<file path="config.mk">
export PLATFORM = sky130hd
export DESIGN_NAME = piecewise_linear_source_eval_top_flat
export DESIGN_NICKNAME = d
export VERILOG_FILES = /design/src/rtl/pwl_src_pkg.sv /design/src/rtl/pwl_src_in_if.sv /design/src/rtl/pwl_src_out_if.sv /design/src/rtl/pwl_src_ram.sv /design/src/rtl/piecewise_linear_source_eval_top.sv /design/src/flat_wrapper.sv
export SDC_FILE = /design/constraint.sdc
export NUM_CORES = 2
export LEC_CHECK = 0
export BUFFER_PORTS_ARGS = -buffer_cell sky130_fd_sc_hd__buf_2
export CORE_AREA = 5 5 308 310
export CTS_CLUSTER_DIAMETER = 30
export DETAILED_ROUTE_END_ITERATION = 10
export DIE_AREA = 0 0 313 315
export GPL_ROUTABILITY_DRIVEN = 0
export HOLD_SLACK_MARGIN = 0.03
export PLACE_DENSITY = 0.71
export SLEW_MARGIN = 5
export SYNTH_ARGS = -nofsm -noshare
export SYNTH_HDL_FRONTEND = slang
export SYNTH_SLANG_ARGS = --single-unit
export TNS_END_PERCENT = 5
</file>
<file path="constraint.sdc">
create_clock -name clk -period 25.3 [get_ports clk]
set_clock_uncertainty 0.15 [all_clocks]
set_input_delay 1.265 -clock clk [delete_from_list [all_inputs] [get_ports clk]]
set_output_delay 1.265 -clock clk [all_outputs]
set_load 0.01 [all_outputs]
</file>
<file path="src/rtl/pwl_src_pkg.sv">
// Shared types and constants of the piecewise-linear source evaluator.
package pwl_src_pkg;

	localparam int DEF_MAX_POINTS  = 8;
	localparam int DEF_TIME_WIDTH  = 32;
	localparam int DEF_LEVEL_WIDTH = 32;

	localparam int ENTRY_W  = 3;
	localparam int COUNT_W  = 4;
	localparam int REGION_W = 2;

	typedef enum logic [0:0] {
		OP_WRITE = 1'b0,
		OP_EVAL  = 1'b1
	} op_t;

	typedef enum logic [REGION_W-1:0] {
		REGION_FIRST = 2'd0,
		REGION_MID   = 2'd1,
		REGION_LAST  = 2'd2
	} region_t;

	typedef enum logic [3:0] {
		ST_IDLE,
		ST_SCAN,
		ST_DECIDE,
		ST_SPAN,
		ST_OFF,
		ST_MAG,
		ST_MUL,
		ST_DIV,
		ST_FIN,
		ST_DONE
	} state_t;

endpackage

</file>
<file path="src/rtl/pwl_src_in_if.sv">
// Input channel: breakpoint writes and evaluate requests.
interface pwl_src_in_if
	import pwl_src_pkg::*;
#(
	parameter int TIME_WIDTH  = DEF_TIME_WIDTH,
	parameter int LEVEL_WIDTH = DEF_LEVEL_WIDTH
) ();
	logic                   valid;
	logic                   ready;
	op_t                    op;
	logic [ENTRY_W-1:0]     entry_index;
	logic [TIME_WIDTH-1:0]  time_value;
	logic [LEVEL_WIDTH-1:0] level_value;

	modport source (output valid, output op, output entry_index, output time_value,
		output level_value, input ready);
	modport sink (input valid, input op, input entry_index, input time_value,
		input level_value, output ready);
endinterface

</file>
<file path="src/rtl/pwl_src_out_if.sv">
// Output channel: evaluated level and region.
interface pwl_src_out_if
	import pwl_src_pkg::*;
#(
	parameter int LEVEL_WIDTH = DEF_LEVEL_WIDTH
) ();
	logic                   valid;
	logic                   ready;
	logic [LEVEL_WIDTH-1:0] level_out;
	logic [REGION_W-1:0]    region;

	modport source (output valid, output level_out, output region, input ready);
	modport sink (input valid, input level_out, input region, output ready);
endinterface

</file>
<file path="src/rtl/pwl_src_ram.sv">
// Generic single-write, single-read RAM with a registered read port.
module pwl_src_ram #(
	parameter int WIDTH = 64,
	parameter int DEPTH = 8
) (
	input  logic                     clk,
	input  logic                     we,
	input  logic [$clog2(DEPTH)-1:0] waddr,
	input  logic [WIDTH-1:0]         wdata,
	input  logic [$clog2(DEPTH)-1:0] raddr,
	output logic [WIDTH-1:0]         rdata
);
	logic [WIDTH-1:0] mem [DEPTH];
	logic [WIDTH-1:0] rdata_q;

	always_ff @(posedge clk) begin
		if (we) begin
			mem[waddr] <= wdata;
		end
		rdata_q <= mem[raddr];
	end

	assign rdata = rdata_q;
endmodule

</file>
<file path="src/rtl/piecewise_linear_source_eval_top.sv">
// Top level of the piecewise-linear source evaluator.
//
//   channel    direction  handshake        payload
//   item       in         valid / ready    op, entry_index, time_value, level_value
//   result     out        valid / ready    level_out, region
//   cfg        in         cfg_we           cfg_wdata (points_in_use)
//
// A write transfer stores the breakpoint in the table RAM.
// An evaluate scans the n entries in use through the RAM read port, one a cycle,
// and ST_DECIDE then picks a clamped or exact answer or goes on to interpolate.
// Interpolation reuses one add/subtract unit for a shift-add multiply and a
// restoring divide.
// Reset clears the control state only; the table holds nothing useful until written.
// A finished result waits in the output register while a new item is taken.
module piecewise_linear_source_eval_top
	import pwl_src_pkg::*;
#(
	parameter int MAX_POINTS  = DEF_MAX_POINTS,
	parameter int TIME_WIDTH  = DEF_TIME_WIDTH,
	parameter int LEVEL_WIDTH = DEF_LEVEL_WIDTH
) (
	input  logic               clk,
	input  logic               arst_n,
	input  logic               cfg_we,
	input  logic [COUNT_W-1:0] cfg_wdata,
	pwl_src_in_if.sink         item,
	pwl_src_out_if.source      result
);
	localparam int IW = $clog2(MAX_POINTS);
	localparam int CW = $clog2(MAX_POINTS + 1);
	localparam int EW = TIME_WIDTH + LEVEL_WIDTH;
	localparam int PW = TIME_WIDTH + LEVEL_WIDTH;
	localparam int AW = ((TIME_WIDTH > LEVEL_WIDTH) ? TIME_WIDTH : LEVEL_WIDTH) + 1;
	localparam int SW = $clog2(AW);

	state_t state_q, state_d;

	logic [COUNT_W-1:0]     pts_q;
	logic [CW-1:0]          cnt_q, n_q, n_eval;
	logic                   rd_vld_q, first_q;
	logic [TIME_WIDTH-1:0]  query_q;
	logic [TIME_WIDTH-1:0]  tmin_q, tmax_q, tlo_q, thi_q, span_q;
	logic [LEVEL_WIDTH-1:0] lmin_q, lmax_q, lex_q, llo_q, lhi_q, mag_q;
	logic                   exact_q, have_lo_q, have_hi_q, rising_q;
	logic [PW-1:0]          prod_q;
	logic [SW-1:0]          step_q;
	logic [LEVEL_WIDTH-1:0] res_level_q, out_level_q;
	region_t                res_region_q, out_region_q;
	logic                   out_vld_q;

	logic                   accept, scan_issue, load_out, slot_ok, ram_we;
	logic [EW-1:0]          rd_data;
	logic [TIME_WIDTH-1:0]  rd_time;
	logic [LEVEL_WIDTH-1:0] rd_level;

	logic [AW-1:0]          alu_a, alu_b;
	logic                   alu_sub;
	logic [AW:0]            alu_sum;
	logic                   alu_carry;

	assign item.ready = (state_q == ST_IDLE);
	assign accept     = item.valid && item.ready;
	assign slot_ok    = int'(item.entry_index) < MAX_POINTS;
	assign ram_we     = accept && (item.op == OP_WRITE) && slot_ok;

	pwl_src_ram #(
		.WIDTH(EW),
		.DEPTH(MAX_POINTS)
	) u_table (
		.clk  (clk),
		.we   (ram_we),
		.waddr(IW'(item.entry_index)),
		.wdata({item.time_value, item.level_value}),
		.raddr(cnt_q[IW-1:0]),
		.rdata(rd_data)
	);

	assign rd_time  = rd_data[EW-1:LEVEL_WIDTH];
	assign rd_level = rd_data[LEVEL_WIDTH-1:0];

	always_comb begin
		if (pts_q == '0) begin
			n_eval = CW'(1);
		end else if (int'(pts_q) > MAX_POINTS) begin
			n_eval = CW'(MAX_POINTS);
		end else begin
			n_eval = CW'(pts_q);
		end
	end

	always_comb begin
		alu_a   = '0;
		alu_b   = '0;
		alu_sub = 1'b0;
		case (state_q)
			ST_SPAN: begin
				alu_a   = AW'(thi_q);
				alu_b   = AW'(tlo_q);
				alu_sub = 1'b1;
			end
			ST_OFF: begin
				alu_a   = AW'(query_q);
				alu_b   = AW'(tlo_q);
				alu_sub = 1'b1;
			end
			ST_MAG: begin
				alu_a   = rising_q ? AW'(lhi_q) : AW'(llo_q);
				alu_b   = rising_q ? AW'(llo_q) : AW'(lhi_q);
				alu_sub = 1'b1;
			end
			ST_MUL: begin
				alu_a   = AW'(prod_q[PW-1:TIME_WIDTH]);
				alu_b   = prod_q[0] ? AW'(mag_q) : '0;
			end
			ST_DIV: begin
				alu_a   = AW'({prod_q[PW-1:LEVEL_WIDTH], prod_q[LEVEL_WIDTH-1]});
				alu_b   = AW'(span_q);
				alu_sub = 1'b1;
			end
			ST_FIN: begin
				alu_a   = AW'(llo_q);
				alu_b   = AW'(prod_q[LEVEL_WIDTH-1:0]);
				alu_sub = !rising_q;
			end
			default: begin
				alu_sub = 1'b0;
			end
		endcase
	end

	assign alu_sum   = {1'b0, alu_a} + {1'b0, (alu_sub ? ~alu_b : alu_b)} + (AW + 1)'(alu_sub);
	assign alu_carry = alu_sum[AW];

	always_ff @(posedge clk or negedge arst_n) begin
		if (!arst_n) begin
			state_q <= ST_IDLE;
		end else begin
			state_q <= state_d;
		end
	end

	always_comb begin
		state_d    = state_q;
		scan_issue = 1'b0;
		load_out   = 1'b0;
		case (state_q)
			ST_IDLE: begin
				if (accept && (item.op == OP_EVAL)) begin
					state_d = ST_SCAN;
				end
			end
			ST_SCAN: begin
				scan_issue = (cnt_q < n_q);
				if (!scan_issue && !rd_vld_q) begin
					state_d = ST_DECIDE;
				end
			end
			ST_DECIDE: begin
				if ((query_q <= tmin_q) || (query_q >= tmax_q) || exact_q) begin
					state_d = ST_DONE;
				end else begin
					state_d = ST_SPAN;
				end
			end
			ST_SPAN: state_d = ST_OFF;
			ST_OFF:  state_d = ST_MAG;
			ST_MAG:  state_d = ST_MUL;
			ST_MUL: begin
				if (step_q == '0) begin
					state_d = ST_DIV;
				end
			end
			ST_DIV: begin
				if (step_q == '0) begin
					state_d = ST_FIN;
				end
			end
			ST_FIN: state_d = ST_DONE;
			ST_DONE: begin
				if (!out_vld_q || result.ready) begin
					load_out = 1'b1;
					state_d  = ST_IDLE;
				end
			end
			default: state_d = ST_IDLE;
		endcase
	end

	always_ff @(posedge clk or negedge arst_n) begin
		if (!arst_n) begin
			pts_q     <= COUNT_W'(1);
			out_vld_q <= 1'b0;
			rd_vld_q  <= 1'b0;
		end else begin
			if (cfg_we) begin
				pts_q <= cfg_wdata;
			end
			if (load_out) begin
				out_vld_q <= 1'b1;
			end else if (result.ready) begin
				out_vld_q <= 1'b0;
			end
			rd_vld_q <= scan_issue;
		end
	end

	always_ff @(posedge clk) begin
		if (accept && (item.op == OP_EVAL)) begin
			query_q   <= item.time_value;
			n_q       <= n_eval;
			cnt_q     <= '0;
			first_q   <= 1'b1;
			exact_q   <= 1'b0;
			have_lo_q <= 1'b0;
			have_hi_q <= 1'b0;
		end
		if (scan_issue) begin
			cnt_q <= cnt_q + CW'(1);
		end
		if (rd_vld_q) begin
			first_q <= 1'b0;
			if (first_q || (rd_time < tmin_q)) begin
				tmin_q <= rd_time;
				lmin_q <= rd_level;
			end
			if (first_q || (rd_time > tmax_q)) begin
				tmax_q <= rd_time;
				lmax_q <= rd_level;
			end
			if ((rd_time == query_q) && !exact_q) begin
				exact_q <= 1'b1;
				lex_q   <= rd_level;
			end
			if ((rd_time < query_q) && (!have_lo_q || (rd_time > tlo_q))) begin
				have_lo_q <= 1'b1;
				tlo_q     <= rd_time;
				llo_q     <= rd_level;
			end
			if ((rd_time > query_q) && (!have_hi_q || (rd_time < thi_q))) begin
				have_hi_q <= 1'b1;
				thi_q     <= rd_time;
				lhi_q     <= rd_level;
			end
		end

		case (state_q)
			ST_DECIDE: begin
				if (query_q <= tmin_q) begin
					res_level_q  <= lmin_q;
					res_region_q <= REGION_FIRST;
				end else if (query_q >= tmax_q) begin
					res_level_q  <= lmax_q;
					res_region_q <= REGION_LAST;
				end else begin
					res_level_q  <= lex_q;
					res_region_q <= REGION_MID;
				end
			end
			ST_SPAN: begin
				span_q   <= alu_sum[TIME_WIDTH-1:0];
				rising_q <= $signed(lhi_q) >= $signed(llo_q);
			end
			ST_OFF: begin
				prod_q <= PW'(alu_sum[TIME_WIDTH-1:0]);
			end
			ST_MAG: begin
				mag_q  <= alu_sum[LEVEL_WIDTH-1:0];
				step_q <= SW'(TIME_WIDTH - 1);
			end
			ST_MUL: begin
				prod_q <= {alu_sum[LEVEL_WIDTH:0], prod_q[TIME_WIDTH-1:1]};
				if (step_q == '0) begin
					step_q <= SW'(LEVEL_WIDTH - 1);
				end else begin
					step_q <= step_q - SW'(1);
				end
			end
			ST_DIV: begin
				prod_q <= {(alu_carry ? alu_sum[TIME_WIDTH-1:0] : alu_a[TIME_WIDTH-1:0]),
					prod_q[LEVEL_WIDTH-2:0], alu_carry};
				step_q <= step_q - SW'(1);
			end
			ST_FIN: begin
				res_level_q  <= alu_sum[LEVEL_WIDTH-1:0];
				res_region_q <= REGION_MID;
			end
			default: begin
			end
		endcase

		if (load_out) begin
			out_level_q  <= res_level_q;
			out_region_q <= res_region_q;
		end
	end

	assign result.valid     = out_vld_q;
	assign result.level_out = out_level_q;
	assign result.region    = out_region_q;
endmodule
</file>
<file path="src/flat_wrapper.sv">
// flat-port wrapper written by rule: the top's interface ports become plain ports
module piecewise_linear_source_eval_top_flat import pwl_src_pkg::*;
#(
	parameter int MAX_POINTS  = DEF_MAX_POINTS,
	parameter int TIME_WIDTH  = DEF_TIME_WIDTH,
	parameter int LEVEL_WIDTH = DEF_LEVEL_WIDTH
)
  (clk, arst_n, cfg_we, cfg_wdata, item_valid, item_op, item_entry_index, item_time_value, item_level_value, item_ready, result_valid, result_level_out, result_region, result_ready);
  pwl_src_in_if #(.TIME_WIDTH(TIME_WIDTH), .LEVEL_WIDTH(LEVEL_WIDTH)) item_i ();
  pwl_src_out_if #(.LEVEL_WIDTH(LEVEL_WIDTH)) result_i ();
  input  logic clk;
  input  logic arst_n;
  input  logic cfg_we;
  input  logic [COUNT_W-1:0] cfg_wdata;
  input wire logic [$bits(item_i.valid)-1:0] item_valid;
  input wire logic [$bits(item_i.op)-1:0] item_op;
  input wire logic [$bits(item_i.entry_index)-1:0] item_entry_index;
  input wire logic [$bits(item_i.time_value)-1:0] item_time_value;
  input wire logic [$bits(item_i.level_value)-1:0] item_level_value;
  output wire logic [$bits(item_i.ready)-1:0] item_ready;
  output wire logic [$bits(result_i.valid)-1:0] result_valid;
  output wire logic [$bits(result_i.level_out)-1:0] result_level_out;
  output wire logic [$bits(result_i.region)-1:0] result_region;
  input wire logic [$bits(result_i.ready)-1:0] result_ready;
  assign item_i.valid = item_valid;
  assign item_i.op = item_op;
  assign item_i.entry_index = item_entry_index;
  assign item_i.time_value = item_time_value;
  assign item_i.level_value = item_level_value;
  assign item_ready = item_i.ready;
  assign result_valid = result_i.valid;
  assign result_level_out = result_i.level_out;
  assign result_region = result_i.region;
  assign result_i.ready = result_ready;
  piecewise_linear_source_eval_top #(.MAX_POINTS(MAX_POINTS), .TIME_WIDTH(TIME_WIDTH), .LEVEL_WIDTH(LEVEL_WIDTH)) u_core (.clk(clk), .arst_n(arst_n), .cfg_we(cfg_we), .cfg_wdata(cfg_wdata), .item(item_i), .result(result_i));
endmodule
</file>
== Yosys cells after proc, flatten, opt, wreduce, memory -nomap -nowiden ==
Memories as Yosys holds them, arrays and structs flattened. A register that Yosys moved wholly into a read port is not among the register bits.
Cells that the tools add are included.
Storage, ports and cells
  bits in registers: 545
  logic and storage cells: 144
  memories kept: 1
  output and inout bits: 36
  memory bits (writable): 512
Memories
  u_core.u_table.mem: words 8, bits a word 64, read ports 1, clocked after Yosys merged registers in 1, wr ports 1, RTL line pwl_src_ram.sv:13  | logic [WIDTH-1:0] mem [DEPTH];
Cells by class
  mux-type cells: 43
  bitwise logic cells: 2
  eq/ne operators: 15
  add/sub/neg operators: 4
  reduce and logical (&&, ||, !) cells: 38
  $lt $le $gt $ge: 11
Operator list (number)
  33-bit case mux with 6 select lines: 1
  32-bit 2-to-1 mux: 6
  64-bit case mux with 3 select lines: 1
  33-bit case mux with 5 select lines: 1
  32-bit greater-than comparator: 3
  32-bit < comparator: 3
  32-bit >= comparator: 2
  32-bit case mux with 2 select lines: 1
  4-bit case mux with 10 select lines: 1
  4-bit 2-to-1 mux: 9
  33-bit by 33-bit adder with 34-bit output: 1
  34-bit by 1-bit adder with 34-bit output: 1
  33-bit 2-to-1 mux: 1
  33-bit NOT: 1
  32-bit == test: 1
  32-bit <= comparator: 1
  6-bit case mux with 3 select lines: 1
  4-bit by 3-bit == test with 1-bit output, second input constant: 4
  1-bit 2-to-1 mux: 16
  2-bit AND reduction: 5
  4-bit by 2-bit == test with 1-bit output, second input constant: 2
  4-bit == test, second input constant: 2
  4-bit zero test: 2
  2-bit by 1-bit inequality test with 1-bit output, second input constant: 4
  20 further kinds: 43

== Logic depth before layout (Yosys ltp) ==
  word-level depth: 9
  depth in mapped cells: 25
  mapped depth without buffers: 19

== By module ==
Synthesis repeated with hierarchy kept, for this count alone.
Unflattened totals
  cell total of the unflattened synthesis: 3266
  area total of the unflattened synthesis: 50226.9 um^2
By module, submodules not included
  piecewise_linear_source_eval_top: area each 29679.7 um^2, instances 1, seq. area each 16276.9 um^2, cells an instance 2450
  pwl_src_ram: area each 20547.2 um^2, instances 1, seq. area each 16656.0 um^2, cells an instance 816

== Worst setup path before layout ==
No wires, ideal clock.
  path kind: flip-flop to flip-flop
  from: register u_core.query_q[1]
  to: register u_core.llo_q[0] (enable)
  arrival time: 11.948 ns
  stages on the path, launching flop included: 12
  slack: 12.369 ns
  cells stage by stage: edfxtp_1 > inv_1 > ha_1 > nor2b_1 > o21a_1 > o21a_1 > o21a_1 > o21a_1 > o21a_1 > o211ai_1 > nand3_1 > a2111oi_0
On the way
  word-level cells in the longest chain between the ends: 3
Ends and longest elaborated chain
  start, declared: RTL line piecewise_linear_source_eval_top.sv:41  | logic [TIME_WIDTH-1:0] query_q;
  start signal, assigned: RTL line piecewise_linear_source_eval_top.sv:209  | query_q <= item.time_value;
  32-bit < comparator: RTL line piecewise_linear_source_eval_top.sv:234  | if ((rd_time < query_q) && (!have_lo_q || (rd_time > tlo_q))) begin
  1-bit logical AND: RTL line piecewise_linear_source_eval_top.sv:234
  2-bit AND reduction (no line)
  end signal, assigned: RTL line piecewise_linear_source_eval_top.sv:237  | llo_q <= rd_level;
  end, declared: RTL line piecewise_linear_source_eval_top.sv:43  | logic [LEVEL_WIDTH-1:0] lmin_q, lmax_q, lex_q, llo_q, lhi_q, mag_q;
Every way passes these cells.
A chain may end at the register's enable or synchronous reset.

== Final worst setup path ==
  from: register u_core.state_q[1]
  to: register u_core.prod_q[44], data pin
On the way
  word-level cells in the longest chain between the ends: 9
  elaborated cells between the ends (all ways): 17
  classes of those cells: add/sub (2); eq/ne (6); mux (6); bitwise (1); reduce/logical (2)
Ends and longest elaborated chain
  start, declared: RTL line piecewise_linear_source_eval_top.sv:36  | state_t state_q, state_d;
  start signal, assigned: RTL line piecewise_linear_source_eval_top.sv:138  | state_q <= state_d;
  4-bit by 2-bit == test with 1-bit output / 4-bit by 3-bit == test with 1-bit output (equally long branches): RTL line piecewise_linear_source_eval_top.sv:95, piecewise_linear_source_eval_top.sv:246
  2-bit OR reduction (no line)
  33-bit case mux with 5 select lines: RTL line piecewise_linear_source_eval_top.sv:95  | case (state_q)
  33-bit NOT: RTL line piecewise_linear_source_eval_top.sv:131  | assign alu_sum = {1'b0, alu_a} + {1'b0, (alu_sub ? ~alu_b : alu_b)} + (AW + 1)'(alu_sub);
  33-bit 2-to-1 mux: RTL line piecewise_linear_source_eval_top.sv:131
  33-bit by 33-bit adder with 34-bit output: RTL line piecewise_linear_source_eval_top.sv:131
  34-bit by 1-bit adder with 34-bit output: RTL line piecewise_linear_source_eval_top.sv:131
  32-bit 2-to-1 mux: RTL line piecewise_linear_source_eval_top.sv:279  | prod_q <= {(alu_carry ? alu_sum[TIME_WIDTH-1:0] : alu_a[TIME_WIDTH-1:0]),
  64-bit case mux with 3 select lines *: RTL line piecewise_linear_source_eval_top.sv:246  | case (state_q)
  end signal, assigned: RTL line piecewise_linear_source_eval_top.sv:264  | prod_q <= PW'(alu_sum[TIME_WIDTH-1:0]);
  end signal, assigned: RTL line piecewise_linear_source_eval_top.sv:271  | prod_q <= {alu_sum[LEVEL_WIDTH:0], prod_q[TIME_WIDTH-1:1]};
  end signal, assigned: RTL line piecewise_linear_source_eval_top.sv:279
  end, declared: RTL line piecewise_linear_source_eval_top.sv:45  | logic [PW-1:0] prod_q;
Every way passes the cells marked *; elsewhere a longest branch is shown, timed or not.

==> metrics.txt <==
net count after synthesis=3634; Post-synth EDFFs=roughly 1000; max capacitance violation total=0; flop and latch count out of synthesis=~1100; total number of yosys warnings=0; horizontal die dimension=between 300 and 400 um; Gates resized, CTS repair=0; global-route wire length before repair=about 200 mm; category of cells accounting for the largest share of critical-path delay=compound AO/OA/AOI/OAI gates; RSZ-0062 raised after global routing=no; Mean Syn Cell Area=15.3 um^2; detailed router's first-iteration violation count=around 3400; top-level port count=~110; cell depth of the worst setup path=18; worst-case clock buffer depth=3; pin count of the biggest net entering global routing=roughly 130; Crit Path Category=register to register; TritonCTS clock tree=built; share of the cycle needed by the critical path after routing=25.8%; area enclosed by the die boundary=~99000 um^2; result of the run=finished, violations left; largest cells by area after synthesis=sky130_fd_sc_hd__edfxtp_1 (63%), sky130_fd_sc_hd__ha_1 (7.3%), sky130_fd_sc_hd__mux4_2 (5.8%); via count of the first global-routing pass=about 31000; NumNets Final=3863; count of buffers added by post-CTS timing repair for setup=0; peak ir drop on the vdd network=approximately 0.000083 V; Die Y=roughly 320 um; dominant cell type by area after synthesis=sky130_fd_sc_hd__edfxtp_1; initial core utilization=54.8%; worst rel slew slack=about 14%; post-detailed-route via-to-cell ratio=between 6 and 7; kind of end point of the critical path=register; HPWL after detailed placement=89.3 mm; ratio of total power to cell area=about 130 nW/um^2; Buf/Inv on CP=2; post-synthesis async set-or-reset flop share=0.892%; most common cell after layout, fill and taps aside=sky130_fd_sc_hd__edfxtp_1; measured slew at the worst slew-check pin=roughly 1.3 ns; WP data required=around 26 ns; Top cell by count, worst path=sky130_fd_sc_hd__a21oi_4; number of flip-flops under the largest register name=between 500 and 600; CTS H-tree lvls=4; number of CTS-inserted buffers=about 200; first drt pass iteration count=11; number of sinks handled by clock tree synthesis=~1100; reg2reg path depth=18; insertion delay to the later sink of the worst-skew pair=~0.79 ns; highest-delay cell along the critical path=sky130_fd_sc_hd__dfrtp_1; highest net fanout along the worst path=45; failing checks=design-rule violations; number of pins with negative max-slew slack in the final report=0; total vias in the final route=~30000; class of the tightest hold or removal check=primary input to asynchronous set/reset pin; Routed WL=134 mm; mapped cell area=roughly 50000 um^2; Leakage=approximately 22 nW; nature of the critical path startpoint=register; quantity of I/O buffers inserted on ports=112; register ranked first by flip-flop count=u_core.u_table.mem; final routed wire length divided by cell count=approximately 28 um; setup TNS=0 ns; Layout area overhead=18.2%; number of hold violations in the final report=0; GR Util All Layers=around 27%; floorplan row count=between 100 and 150; most frequent cells in the layout=sky130_fd_sc_hd__edfxtp_1 (1043), sky130_fd_sc_hd__ha_1 (291), sky130_fd_sc_hd__inv_1 (223); final period demand of the worst path=6.52 ns; remaining routing DRC violations=1; Worst EP arrival=about 6.9 ns; total of hold buffers inserted after clock tree synthesis=0; cells after synthesis=approximately 3300; post-synth top area share=between 60% and 70%; initial antenna violation count=16; Power, Total=a little under 8 mW; core region area=91400 um^2; Synth cell types=80; post-synthesis sequential area ratio=65.7%; overflow left after global routing=0; leading register cell type out of synthesis=sky130_fd_sc_hd__edfxtp_1; Clk Tree Root Cell=sky130_fd_sc_hd__clkbuf_16; top achievable clock speed=around 150 MHz; remaining number of nets flagged by the antenna check after routing=0; share of final-layout standard cells stronger than drive strength 1=about a fifth; clock slew at reported path FFs=around 0.050 ns; worst path cell trace=and4b_2, buf_4, a22oi_1, o21ai_0, a221oi_1, xnor2_1, ha_1, and3_1, a21boi_0, o31ai_1, o21ai_0, o21ai_4, a21oi_4, a21oi_4, a21oi_4, buf_4, mux2i_1, o22ai_1; crit-path max cell delay=~0.8 ns; final-report setup violation count=0
## worst reg2reg max path, cell delays in order (launching register included)
cell	delay, ns
sky130_fd_sc_hd__dfrtp_1	0.80
sky130_fd_sc_hd__and4b_2	0.75
sky130_fd_sc_hd__buf_4	0.63
sky130_fd_sc_hd__a22oi_1	0.22
sky130_fd_sc_hd__o21ai_0	0.13
sky130_fd_sc_hd__a221oi_1	0.09
sky130_fd_sc_hd__xnor2_1	0.18
sky130_fd_sc_hd__ha_1	0.43
sky130_fd_sc_hd__and3_1	0.30
sky130_fd_sc_hd__a21boi_0	0.25
sky130_fd_sc_hd__o31ai_1	0.11
sky130_fd_sc_hd__o21ai_0	0.15
sky130_fd_sc_hd__o21ai_4	0.17
sky130_fd_sc_hd__a21oi_4	0.21
sky130_fd_sc_hd__a21oi_4	0.10
sky130_fd_sc_hd__a21oi_4	0.68
sky130_fd_sc_hd__buf_4	0.46
sky130_fd_sc_hd__mux2i_1	0.29
sky130_fd_sc_hd__o22ai_1	0.13
## layout make-up
cell class | count | area (um^2)
multi-input cells | 1790 | 15900
diodes | 7 | 17.5
well taps | 1186 | 1480
fillers | 6186 | 32200
clock inverters | 141 | 1880
flip-flops and latches | 1121 | 32900
clock buffers | 232 | 5160
inverters | 223 | 837
repair buffers | 160 | 933
## path summary, 6_finish.rpt
kind	from	end	slack [ns]
max	u_core.state_q[1]	u_core.prod_q[44]	18.78
max in group asynchronous	arst_n	u_core.pts_q[0]	24.44
min	arst_n	u_core.pts_q[3]	0.25
min reg2reg	u_core.res_level_q[16]	u_core.result.level_out[16]	0.26
min in group clk	u_core.res_level_q[16]	u_core.result.level_out[16]	0.26
max reg2reg	u_core.state_q[1]	u_core.prod_q[44]	18.78
## per-stage QoR
stage                     area (um^2)  worst slack, ns  utilization [%]  std cells  hold slack, ns
after floorplan                 50100            12.37                -       3265           0.250
after global placement          52100            19.13             57.1       4480           0.255
after detailed placement        52100            18.97             57.1       4480           0.255
after CTS                       59200            18.94             64.8       4853           0.204
after global routing            59200            18.42             64.8       4853           0.216
final                           59200            18.78             64.8       4860           0.251
## Yosys cell counts, types with 9 or more instances
library cell	number
sky130_fd_sc_hd__a211oi_1	14
sky130_fd_sc_hd__a21o_1	101
sky130_fd_sc_hd__a21oi_1	108
sky130_fd_sc_hd__a221oi_1	34
sky130_fd_sc_hd__a222oi_1	24
sky130_fd_sc_hd__a22oi_1	69
sky130_fd_sc_hd__and3_1	14
sky130_fd_sc_hd__buf_1	25
sky130_fd_sc_hd__clkbuf_1	92
sky130_fd_sc_hd__dfrtp_1	9
sky130_fd_sc_hd__dfxtp_1	68
sky130_fd_sc_hd__edfxtp_1	1043
sky130_fd_sc_hd__ha_1	291
sky130_fd_sc_hd__inv_1	223
sky130_fd_sc_hd__mux2_2	68
sky130_fd_sc_hd__mux2i_1	116
sky130_fd_sc_hd__mux4_2	128
sky130_fd_sc_hd__nand2_1	181
sky130_fd_sc_hd__nand2b_1	30
sky130_fd_sc_hd__nand3_1	50
sky130_fd_sc_hd__nand4_1	57
sky130_fd_sc_hd__nor2_1	63
sky130_fd_sc_hd__nor2b_1	40
sky130_fd_sc_hd__nor3_1	19
sky130_fd_sc_hd__o211ai_1	37
sky130_fd_sc_hd__o21a_1	22
sky130_fd_sc_hd__o21ai_0	133
sky130_fd_sc_hd__o22ai_1	17
sky130_fd_sc_hd__xnor2_1	54
sky130_fd_sc_hd__xor2_1	18
## power breakdown
part / switching, mW / total, mW / leakage, nW / internal, mW
clock: 0.970 / 2.74 / 3.39 / 1.77
sequential: 0.350 / 2.88 / 10.2 / 2.53
combinational: 1.37 / 2.24 / 8.54 / 0.864
## kinds of logic after synthesis
kind of cell    after synthesis  synth area share, %
simple gates                492                 4.82
xor+xnor                     73                 1.29
compound gates              621                 8.49
mux                         312                 9.60
buf+inv                     354                 2.76
flops                      1121                 65.7
fa+ha+maj                   292                 7.31
## per-layer routing
layer / vias up / global-route usage (%) / wire length [um] / part of all wire, %
met5: - / 0 / 60 / 0.045
met4: 10 / 11.2 / 5850 / 4.4
met3: 315 / 7.39 / 13600 / 10
met2: 1667 / 41.8 / 61300 / 46
met1: 15400 / 36.5 / 53100 / 40
li1: 13300 / - / - / -
No activity file was read; power rests on OpenSTA's default activity.
